===== src/rtl/rational_arith_reduce_core_defines.svh =====
// Assertion macros shared by the rational arithmetic RTL.
`ifndef RATIONAL_ARITH_REDUCE_CORE_DEFINES_SVH
`define RATIONAL_ARITH_REDUCE_CORE_DEFINES_SVH
`ifndef SYNTHESIS
`define RAR_ASSERT(label, clk, rst_n, prop, msg) \
	label: assert property (@(posedge clk) disable iff (!rst_n) (prop)) else $error(msg);
`define RAR_ASSERT_NORST(label, clk, prop, msg) \
	label: assert property (@(posedge clk) (prop)) else $error(msg);
`else
`define RAR_ASSERT(label, clk, rst_n, prop, msg)
`define RAR_ASSERT_NORST(label, clk, prop, msg)
`endif
`endif


===== src/rtl/rar_pkg.sv =====
// Shared types and constants for the rational arithmetic block.
`default_nettype none
package rar_pkg;
	localparam int unsigned OperandWidthDefault = 16;
	localparam int unsigned OutWidth = 33;

	typedef enum logic [1:0] {
		KIND_ADD = 2'd0,
		KIND_SUB = 2'd1,
		KIND_MUL = 2'd2,
		KIND_DIV = 2'd3
	} kind_t;

	typedef enum logic [3:0] {
		ST_IDLE,
		ST_G1,
		ST_K1,
		ST_K2,
		ST_M1,
		ST_M2,
		ST_M3,
		ST_SUM,
		ST_G2,
		ST_Q1,
		ST_Q2,
		ST_DONE
	} state_t;

	// Command and status between the sequencer and the shared divider.
	typedef struct packed {
		logic start;
	} div_cmd_t;

	typedef struct packed {
		logic busy;
		logic done;
	} div_sts_t;
endpackage
`default_nettype wire


===== src/rtl/rar_divider.sv =====
// Restoring unsigned divider, one quotient bit per cycle.
`default_nettype none
`include "rational_arith_reduce_core_defines.svh"
module rar_divider import rar_pkg::*; #(
	parameter int unsigned W = 64
) (
	input  wire logic         clk,
	input  wire logic         arst_n,
	input  wire div_cmd_t     cmd,
	input  wire logic [W-1:0] dividend,
	input  wire logic [W-1:0] divisor,
	output div_sts_t          sts,
	output logic      [W-1:0] quotient,
	output logic      [W-1:0] remainder
);
	localparam int unsigned CW = $clog2(W + 1);

	logic [W-1:0]  quo_q;
	logic [W-1:0]  rem_q;
	logic [W-1:0]  dsr_q;
	logic [CW-1:0] cnt_q;
	logic          busy_q;
	logic          done_q;
	logic [W:0]    trial;
	logic [W:0]    shifted;

	always_comb begin
		shifted = {rem_q, quo_q[W-1]};
		trial   = shifted - {1'b0, dsr_q};
	end

	always_ff @(posedge clk or negedge arst_n) begin
		if (!arst_n) begin
			busy_q <= 1'b0;
			done_q <= 1'b0;
			cnt_q  <= '0;
		end else begin
			done_q <= 1'b0;
			if (cmd.start) begin
				busy_q <= 1'b1;
				cnt_q  <= CW'(W);
			end else if (busy_q) begin
				cnt_q <= cnt_q - 1'b1;
				if (cnt_q == CW'(1)) begin
					busy_q <= 1'b0;
					done_q <= 1'b1;
				end
			end
		end
	end

	always_ff @(posedge clk) begin
		if (cmd.start) begin
			quo_q <= dividend;
			rem_q <= '0;
			dsr_q <= divisor;
		end else if (busy_q) begin
			if (!trial[W]) begin
				rem_q <= trial[W-1:0];
				quo_q <= {quo_q[W-2:0], 1'b1};
			end else begin
				rem_q <= shifted[W-1:0];
				quo_q <= {quo_q[W-2:0], 1'b0};
			end
		end
	end

	assign sts.busy  = busy_q;
	assign sts.done  = done_q;
	assign quotient  = quo_q;
	assign remainder = rem_q;

	`RAR_ASSERT(a_no_start_busy, clk, arst_n, cmd.start |-> !busy_q, "divider started while busy")
	`RAR_ASSERT(a_done_after_busy, clk, arst_n, done_q |-> $past(busy_q), "done without busy")
	`RAR_ASSERT(a_done_pulse, clk, arst_n, done_q |=> !done_q, "done held longer than a cycle")
endmodule
`default_nettype wire


===== src/rtl/rational_arith_reduce_core.sv =====
// Top level of the rational arithmetic and GCD reduction block.
// Usage: present kind and two fractions first_num/first_den and
// second_num/second_den on the input channel with in_valid; a transaction
// takes place on a rising edge where in_valid is high and in_stall is low.
// The block then raises in_stall until its result has been taken.
// The result transaction carries result_num, result_den and zero_divisor,
// and completes on an edge where out_valid is high and out_stall is low.
// Sharing: a single bit-serial divider of 2*OPERAND_WIDTH+1 bits is shared
// for every modulo and quotient. Every operation with nonzero operand
// denominators runs the GCD steps of the first Euclid loop and two scale
// factor passes, then the products; unless the result denominator is zero,
// it then runs the second Euclid loop and two final quotient passes.
// A zero operand denominator presents its result on the
// cycle after acceptance. Only one transaction is in flight at a time.
// Reset clears the sequencer and output valid; nothing else needs clearing.
// While the receiver stalls, the result is held stable and no new input
// transaction is taken.
// Zero denominators (operand or result) give 0/1 with zero_divisor set.
// The result denominator sign is not normalised.
`default_nettype none
`include "rational_arith_reduce_core_defines.svh"
module rational_arith_reduce_core import rar_pkg::*; #(
	parameter int unsigned OPERAND_WIDTH = OperandWidthDefault
) (
	input  wire logic                            clk,
	input  wire logic                            arst_n,
	input  wire logic                            in_valid,
	output logic                                 in_stall,
	input  wire logic [1:0]                      kind,
	input  wire logic signed [OPERAND_WIDTH-1:0] first_num,
	input  wire logic signed [OPERAND_WIDTH-1:0] first_den,
	input  wire logic signed [OPERAND_WIDTH-1:0] second_num,
	input  wire logic signed [OPERAND_WIDTH-1:0] second_den,
	output logic                                 out_valid,
	input  wire logic                            out_stall,
	output logic signed [OutWidth-1:0]           result_num,
	output logic signed [OutWidth-1:0]           result_den,
	output logic                                 zero_divisor
);
	// Products of two operands need 2W bits; the sum one more.
	localparam int unsigned PW = 2 * OPERAND_WIDTH + 1;

	state_t state_q, state_d;
	kind_t  kind_q;
	logic signed [OPERAND_WIDTH-1:0] n1_q, d1_q, n2_q, d2_q;
	// General registers: Euclid pair, then scaled values.
	logic [PW-1:0] a_q, b_q;
	logic [PW-1:0] k1_q, k2_q;
	logic signed [PW-1:0] rn_q, rd_q, t_q;
	logic [PW-1:0] mn_q, md_q;

	div_cmd_t      dcmd;
	div_sts_t      dsts;
	logic [PW-1:0] div_a, div_b, quo, rem;

	logic signed [PW-1:0] mul_a, mul_b;
	logic [PW-1:0]        abs_d1, abs_d2;

	rar_divider #(.W(PW)) u_div (
		.clk       (clk),
		.arst_n    (arst_n),
		.cmd       (dcmd),
		.dividend  (div_a),
		.divisor   (div_b),
		.sts       (dsts),
		.quotient  (quo),
		.remainder (rem)
	);

	assign abs_d1 = d1_q[OPERAND_WIDTH-1] ? PW'(-PW'(d1_q)) : PW'($unsigned(d1_q));
	assign abs_d2 = d2_q[OPERAND_WIDTH-1] ? PW'(-PW'(d2_q)) : PW'($unsigned(d2_q));

	// One shared multiplier; only (OPERAND_WIDTH+1)-bit by (OPERAND_WIDTH+1)-bit products.
	logic signed [OPERAND_WIDTH:0] ma_n, mb_n;
	assign ma_n = mul_a[OPERAND_WIDTH:0];
	assign mb_n = mul_b[OPERAND_WIDTH:0];
	logic signed [PW-1:0] prod;
	assign prod = PW'(ma_n * mb_n);

	logic div_go_q;
	logic euclid_end;
	logic div_idle;
	assign euclid_end = (a_q == '0) || (b_q == '0);
	// The divider may be started once the previous pass has been retired.
	assign div_idle   = !dsts.busy && !div_go_q && !dsts.done;

	always_comb begin
		mul_a = '0;
		mul_b = '0;
		case (state_q)
			ST_M1: begin
				mul_a = PW'(n1_q);
				mul_b = (kind_q == KIND_ADD || kind_q == KIND_SUB) ? $signed(k1_q)
					: (kind_q == KIND_MUL ? PW'(n2_q) : PW'(d2_q));
			end
			ST_M2: begin
				mul_a = (kind_q == KIND_ADD || kind_q == KIND_SUB) ? PW'(n2_q) : PW'(d1_q);
				mul_b = (kind_q == KIND_ADD || kind_q == KIND_SUB) ? $signed(k2_q)
					: (kind_q == KIND_MUL ? PW'(d2_q) : PW'(n2_q));
			end
			ST_M3: begin
				mul_a = PW'(d1_q);
				mul_b = $signed(k1_q);
			end
			default: ;
		endcase
	end

	// Divider operands follow the state.
	always_comb begin
		div_a = a_q;
		div_b = b_q;
		case (state_q)
			ST_G1, ST_G2: begin
				if (a_q > b_q) begin
					div_a = a_q;
					div_b = b_q;
				end else begin
					div_a = b_q;
					div_b = a_q;
				end
			end
			ST_K1: begin
				div_a = abs_d2;
				div_b = a_q | b_q;
			end
			ST_K2: begin
				div_a = abs_d1;
				div_b = a_q | b_q;
			end
			ST_Q1: begin
				div_a = mn_q;
				div_b = a_q | b_q;
			end
			ST_Q2: begin
				div_a = md_q;
				div_b = a_q | b_q;
			end
			default: ;
		endcase
	end

	logic out_valid_q;
	logic signed [OutWidth-1:0] rnum_q, rden_q;
	logic zdiv_q;
	logic in_acc, out_acc;
	assign in_acc  = in_valid && !in_stall;
	assign out_acc = out_valid_q && !out_stall;

	always_comb begin
		state_d = state_q;
		dcmd.start = 1'b0;
		case (state_q)
			ST_IDLE: begin
				if (in_acc)
					state_d = (first_den == '0 || second_den == '0) ? ST_DONE : ST_G1;
			end
			ST_G1, ST_G2: begin
				if (div_idle) begin
					if (euclid_end) state_d = (state_q == ST_G1) ? ST_K1 : ST_Q1;
					else dcmd.start = 1'b1;
				end
			end
			ST_K1: begin
				if (dsts.done) state_d = ST_K2;
				else if (div_idle) dcmd.start = 1'b1;
			end
			ST_K2: begin
				if (dsts.done) state_d = ST_M1;
				else if (div_idle) dcmd.start = 1'b1;
			end
			ST_Q1: begin
				if (dsts.done) state_d = ST_Q2;
				else if (div_idle) dcmd.start = 1'b1;
			end
			ST_Q2: begin
				if (dsts.done) state_d = ST_DONE;
				else if (div_idle) dcmd.start = 1'b1;
			end
			ST_M1: state_d = ST_M2;
			ST_M2: state_d = (kind_q == KIND_ADD || kind_q == KIND_SUB) ? ST_M3 : ST_SUM;
			ST_M3: state_d = ST_SUM;
			ST_SUM: state_d = (rd_q == '0) ? ST_DONE : ST_G2;
			ST_DONE: if (out_acc) state_d = ST_IDLE;
			default: state_d = ST_IDLE;
		endcase
	end

	always_ff @(posedge clk or negedge arst_n) begin
		if (!arst_n) begin
			state_q     <= ST_IDLE;
			div_go_q    <= 1'b0;
			out_valid_q <= 1'b0;
		end else begin
			state_q     <= state_d;
			div_go_q    <= dcmd.start;
			out_valid_q <= (state_d == ST_DONE);
		end
	end

	always_ff @(posedge clk) begin
		if (state_q == ST_IDLE && in_acc) begin
			kind_q <= kind_t'(kind);
			n1_q   <= first_num;
			d1_q   <= first_den;
			n2_q   <= second_num;
			d2_q   <= second_den;
			a_q    <= (first_den[OPERAND_WIDTH-1] ? PW'(-PW'(first_den))
				: PW'($unsigned(first_den)));
			b_q    <= (second_den[OPERAND_WIDTH-1] ? PW'(-PW'(second_den))
				: PW'($unsigned(second_den)));
			zdiv_q <= (first_den == '0 || second_den == '0);
			rnum_q <= '0;
			rden_q <= OutWidth'(1);
		end
		if (dsts.done) begin
			case (state_q)
				ST_G1, ST_G2: begin
					if (a_q > b_q) a_q <= rem;
					else b_q <= rem;
				end
				ST_K1: k1_q <= quo;
				ST_K2: k2_q <= (d1_q[OPERAND_WIDTH-1] ^ d2_q[OPERAND_WIDTH-1]) ? -quo : quo;
				ST_Q1: rnum_q <= OutWidth'(rn_q[PW-1] ? -quo : quo);
				ST_Q2: begin
					rden_q <= OutWidth'(rd_q[PW-1] ? -quo : quo);
					zdiv_q <= 1'b0;
				end
				default: ;
			endcase
		end
		case (state_q)
			ST_M1: t_q <= prod;
			ST_M2: begin
				if (kind_q == KIND_ADD) rn_q <= t_q + prod;
				else if (kind_q == KIND_SUB) rn_q <= t_q - prod;
				else begin
					rn_q <= t_q;
					rd_q <= prod;
				end
			end
			ST_M3: rd_q <= prod;
			ST_SUM: begin
				mn_q <= rn_q[PW-1] ? PW'(-rn_q) : PW'(rn_q);
				md_q <= rd_q[PW-1] ? PW'(-rd_q) : PW'(rd_q);
				a_q  <= rn_q[PW-1] ? PW'(-rn_q) : PW'(rn_q);
				b_q  <= rd_q[PW-1] ? PW'(-rd_q) : PW'(rd_q);
				if (rd_q == '0) begin
					zdiv_q <= 1'b1;
					rnum_q <= '0;
					rden_q <= OutWidth'(1);
				end
			end
			default: ;
		endcase
	end

	assign in_stall     = (state_q != ST_IDLE);
	assign out_valid    = out_valid_q;
	assign result_num   = rnum_q;
	assign result_den   = rden_q;
	assign zero_divisor = zdiv_q;

	`RAR_ASSERT(a_valid_in_done, clk, arst_n, out_valid_q |-> state_q == ST_DONE, "valid outside done")
	`RAR_ASSERT(a_hold_stall, clk, arst_n, (out_valid_q && out_stall) |=> $stable(rnum_q) && $stable(rden_q), "result changed under stall")
	`RAR_ASSERT(a_zdiv_value, clk, arst_n, (out_valid_q && zdiv_q) |-> (rnum_q == '0 && rden_q == OutWidth'(1)), "zero divisor result not 0/1")
	`RAR_ASSERT(a_idle_divider, clk, arst_n, state_q == ST_IDLE |-> !dsts.busy, "divider busy while idle")
endmodule
`default_nettype wire


===== config.mk =====
export PLATFORM = sky130hd
export DESIGN_NAME = rational_arith_reduce_core
export DESIGN_NICKNAME = d
export VERILOG_FILES = /design/src/rtl/rar_pkg.sv /design/src/rtl/rar_divider.sv /design/src/rtl/rational_arith_reduce_core.sv
export VERILOG_INCLUDE_DIRS = /design/src /design/src/rtl
export SDC_FILE = /design/constraint.sdc
export NUM_CORES = 2
export LEC_CHECK = 0
export ABC_AREA = 1
export BUFFER_PORTS_ARGS = -buffer_cell sky130_fd_sc_hd__buf_4
export CORE_ASPECT_RATIO = 2
export CORE_MARGIN = 2
export CORE_UTILIZATION = 50
export CTS_BUF_LIST = sky130_fd_sc_hd__clkbuf_2 sky130_fd_sc_hd__clkbuf_4 sky130_fd_sc_hd__clkbuf_8
export DETAILED_ROUTE_END_ITERATION = 10
export GPL_TIMING_DRIVEN = 1
export PLACE_DENSITY = 0.63
export SYNTH_ARGS = -nofsm -noshare
export SYNTH_HDL_FRONTEND = slang
export SYNTH_SLANG_ARGS = --single-unit

===== constraint.sdc =====
create_clock -name clk -period 9.6 [get_ports clk]
set_input_delay 0.48 -clock clk [delete_from_list [all_inputs] [get_ports clk]]
set_output_delay 0.48 -clock clk [all_outputs]
set_load 0.02 [all_outputs]

==> results.tsv <==
stage	metric	value	unit
status	status	finished, final reports clean	
finish	area_delta_synth_final	11.69	%
floorplan	dieArea	93550	sq um
setup_path	timing.rr.start	state_q[2]	
setup_path	crit_path_start_kind	flop	
logic_synthesis	async_reset_ff_frac	0.02740	
logic_synthesis	ys_types	67	
logic_synthesis	synth_cells	6119	
floorplan	die_y	430.6	microns
logic_synthesis	netlist.area_leader.share	0.2185	
setup_path	cpMostUsedCell	nand2_1	
clocking	clock_latency	0.79	ns
timing	setup_slack	0.3341	ns
clocking	cts_sinks	511	
clocking	tritoncts.num_buffers	81	
setup_path	critical_path.slowest_cell	fa_1	
global_routing	grtUsageTotal	0.3858	
global_routing	antenna_found_initial	11	
pwr	p_leak	0.02515	uW
floorplan	initial_core_util	0.5044	
pwr	power_density	235.4	nW/um^2
floorplan	core_area	90180	sq um
detailed_routing	first_pass_iters	6	
logic_synthesis	yosys_most_used_dff	edfxtp_1	
timing	grt_setup_unrepaired	false	
global_routing	grt_pass1_wl	263400	microns
setup_path	slowest_delay	0.56	ns
clocking	path_clk_slew	0.06	ns
run	drv_cap	0	
timing	maxSlewHeadroom	0.1598	
min_path	min_to	d2_q[15]	
setup_path	end_kind	flop	
place	place_congestion	1.059	
setup_path	crit_fanout	10	
clocking	clockBufferDepth	3	
setup_path	cp.required	10.05	ns
detailed_routing	postRouteWirelength	181200	microns
finish	finalNonFillerCells	7603	
detailed_routing	viasPerCell	5.640	
timing	worst_pin_slew	1.256	ns
setup_path	criticalPathCategory	reg -> reg	
detailed_routing	drcViolationCount	0	
place	hpwl	146400	microns
setup_path	rrSetupSlack	0.33	ns
timing	min_period	9.266	ns
min_path	worstHoldStart	second_den[15]	
logic_synthesis	synth-seq-cells	511	
logic_synthesis	synth.area.top_cells	edfxtp_1, nand2_1, fa_1	
logic_synthesis	syn-num-nets	6729	
clocking	root_buffer	clkbuf_8	
timing	hold_slack	0.06887	ns
logic_synthesis	synth_edf_count	331	
detailed_routing	via_count	42882	
setup_path	crit_buf_inv	11	
detailed_routing	ant_nets	0	
place	port_buffers	138	
logic_synthesis	synth_top_cell_by_area	edfxtp_1	
place	placed_cells	7378	
floorplan	io-pin-count	139	
clocking	htree_levels	3	
floorplan	die_w	217.3	microns
logic_synthesis	yosysSeqAreaShare	0.2993	
min_path	min_path_cells	1	
global_routing	first_global_vias	42620	
setup_path	critical_path_arrival	9.71	ns
logic_synthesis	synth_common_cells	nand2_1, inv_1, nor2_1	
clocking	cts_tree	done	
timing	setup_viol_count_final	0	
logic_synthesis	synth_area	45490	sq um
pwr	peakVddDrop	0.6118	mV
setup_path	crit_cells	42	
timing	fin_skew	0.03461	ns
timing	min_period_over_period	0.9652	
logic_synthesis	synth_warnings	0	
setup_path	reg2regPathDepth	42	
min_path	min_path_type	in -> reg	
logic_synthesis	synth.avg_cell_area	7.434	sq um
setup_path	critPathTopFamily	adder cells	
finish	nNetsFinal	6958	
timing	drv_slew	0	
global_routing	grt_overflow	0	
setup_path	rr_endpoint	rn_q[24]	
timing	hold_violations	0	
logic_synthesis	synth_most_common_cell	nand2_1	
detailed_routing	drtIter0Drc	3704	
global_routing	grt_max_degree	90	
timing	fmax	107.9	MHz
finish	drive_gt1_frac	0.08531	
finish	final_core_util	0.5634	
detailed_routing	wl_per_cell	23.83	microns
floorplan	rows	156	
place	place_ws	-0.09735	ns
[metrics by stage]
stage	setup TNS, ns	total power [uW]	instance area, sq um
floorplan	0	7487	45490
global placement	-0.07403	9642	48210
detailed placement	-0.09735	9672	48210
CTS	0	11850	50640
global route	0	12600	50800
finish	0	11960	50810
[timing repair]
item | in CTS | in global routing
setup endpoints to repair | 1 | 14
buffers inserted | 0 | 7
hold buffers | 65 | 0
resized for setup | 1 | 19
pin swaps | 0 | 2
endpoints found under the hold margin | 78 | 0
[placed cells by master (no fill, tap or decap), types with 9 or more instances in the layout]
| cell type | instances |
|---|---|
| a21o_1 | 20 |
| edfxtp_1 | 331 |
| xor2_1 | 89 |
| o2111ai_2 | 10 |
| o211ai_1 | 28 |
| o221ai_1 | 35 |
| inv_1 | 1101 |
| nand4_1 | 63 |
| clkbuf_8 | 86 |
| o21bai_1 | 27 |
| dlygate4sd3_1 | 65 |
| nor2_1 | 488 |
| o21ai_0 | 277 |
| inv_2 | 33 |
| a211oi_1 | 20 |
| clkinv_1 | 12 |
| nor2_2 | 10 |
| a31oi_1 | 29 |
| buf_4 | 298 |
| clkinv_2 | 9 |
| a22o_1 | 30 |
| or2_2 | 9 |
| nor3_1 | 80 |
| xnor2_1 | 43 |
| nand3_1 | 412 |
| o21a_1 | 10 |
| clkbuf_4 | 22 |
| ha_1 | 253 |
| nand2_1 | 1543 |
| dfxtp_1 | 166 |
| o22ai_1 | 23 |
| a21oi_1 | 355 |
| fa_1 | 285 |
| nor4_1 | 21 |
| dfrtp_1 | 14 |
[cell families after synthesis]
| kind of cell | count (synthesis) | share of synthesized area |
|---|---|---|
| and+or+nand+nor | 2666 | 0.2437 |
| buffers and inverters | 1361 | 0.1170 |
| AOI/OAI and AO/OA | 906 | 0.1185 |
| adders and majority gates | 540 | 0.1956 |
| DFF | 511 | 0.2993 |
| xor gates and xnor gates | 135 | 0.02599 |
[sequential cells by signal, summed over array words and instances (netlist names), 2 cells and up]
name             cells
a_q                 33
b_q                 33
md_q                33
mn_q                33
rd_q                33
result_den          33
result_num          33
rn_q                33
t_q                 33
u_div.dsr_q         33
u_div.quotient      33
u_div.remainder     33
k1_q                17
k2_q                17
d1_q                16
d2_q                16
n1_q                16
n2_q                16
u_div.cnt_q          6
state_q              4
kind_q               2
[per-layer routing]
metal,share of wire,GRT usage,wire (microns),up-vias
li1,-,-,-,20018
met1,0.32,0.3757,58020,20420
met2,0.51,0.6916,91840,1774
met3,0.059,0.05503,10660,656
met4,0.11,0.3636,20590,14
met5,0.00051,0,92,-
[worst register-to-register path, delay by kind of cell, from the launching register on]
kind	cells	cell delay, ns
compound gates	8	1.70
xor+xnor	1	0.14
fa+ha+maj	8	3.53
buf+inv	11	1.50
flops	1	0.41
simple gates	14	1.67
[cell type report]
cell class              instances  area [sq um]
fillers                      8894         39370
well taps                    1185          1483
inverters                    1141          4289
diodes                          6         15.01
flip-flops and latches        511         13610
multi-input cells            4247         26680
clock inverters                39         432.9
repair buffers                366          2948
clock buffers                 108          1349
[how the worst max path moves through the flow]
stage                to  startpoint  slack [ns]
2_1_floorplan  rn_q[31]  state_q[1]        0.74
3_3_place_gp   rn_q[24]  state_q[2]       -0.07
3_5_place_dp   rn_q[24]  state_q[2]        -0.1
4_1_cts        rn_q[24]  state_q[2]        0.03
5_1_grt        rn_q[24]  state_q[2]      0.0003
6_report       rn_q[24]  state_q[2]        0.33
[power by group]
| part | internal, uW | leakage [uW] | switching (uW) |
|---|---|---|---|
| clock network | 1120 | 0.000913 | 1020 |
| registers | 2990 | 0.00464 | 466 |
| logic | 1770 | 0.0196 | 4590 |
Note: power is estimated with default switching activity, not from simulation.
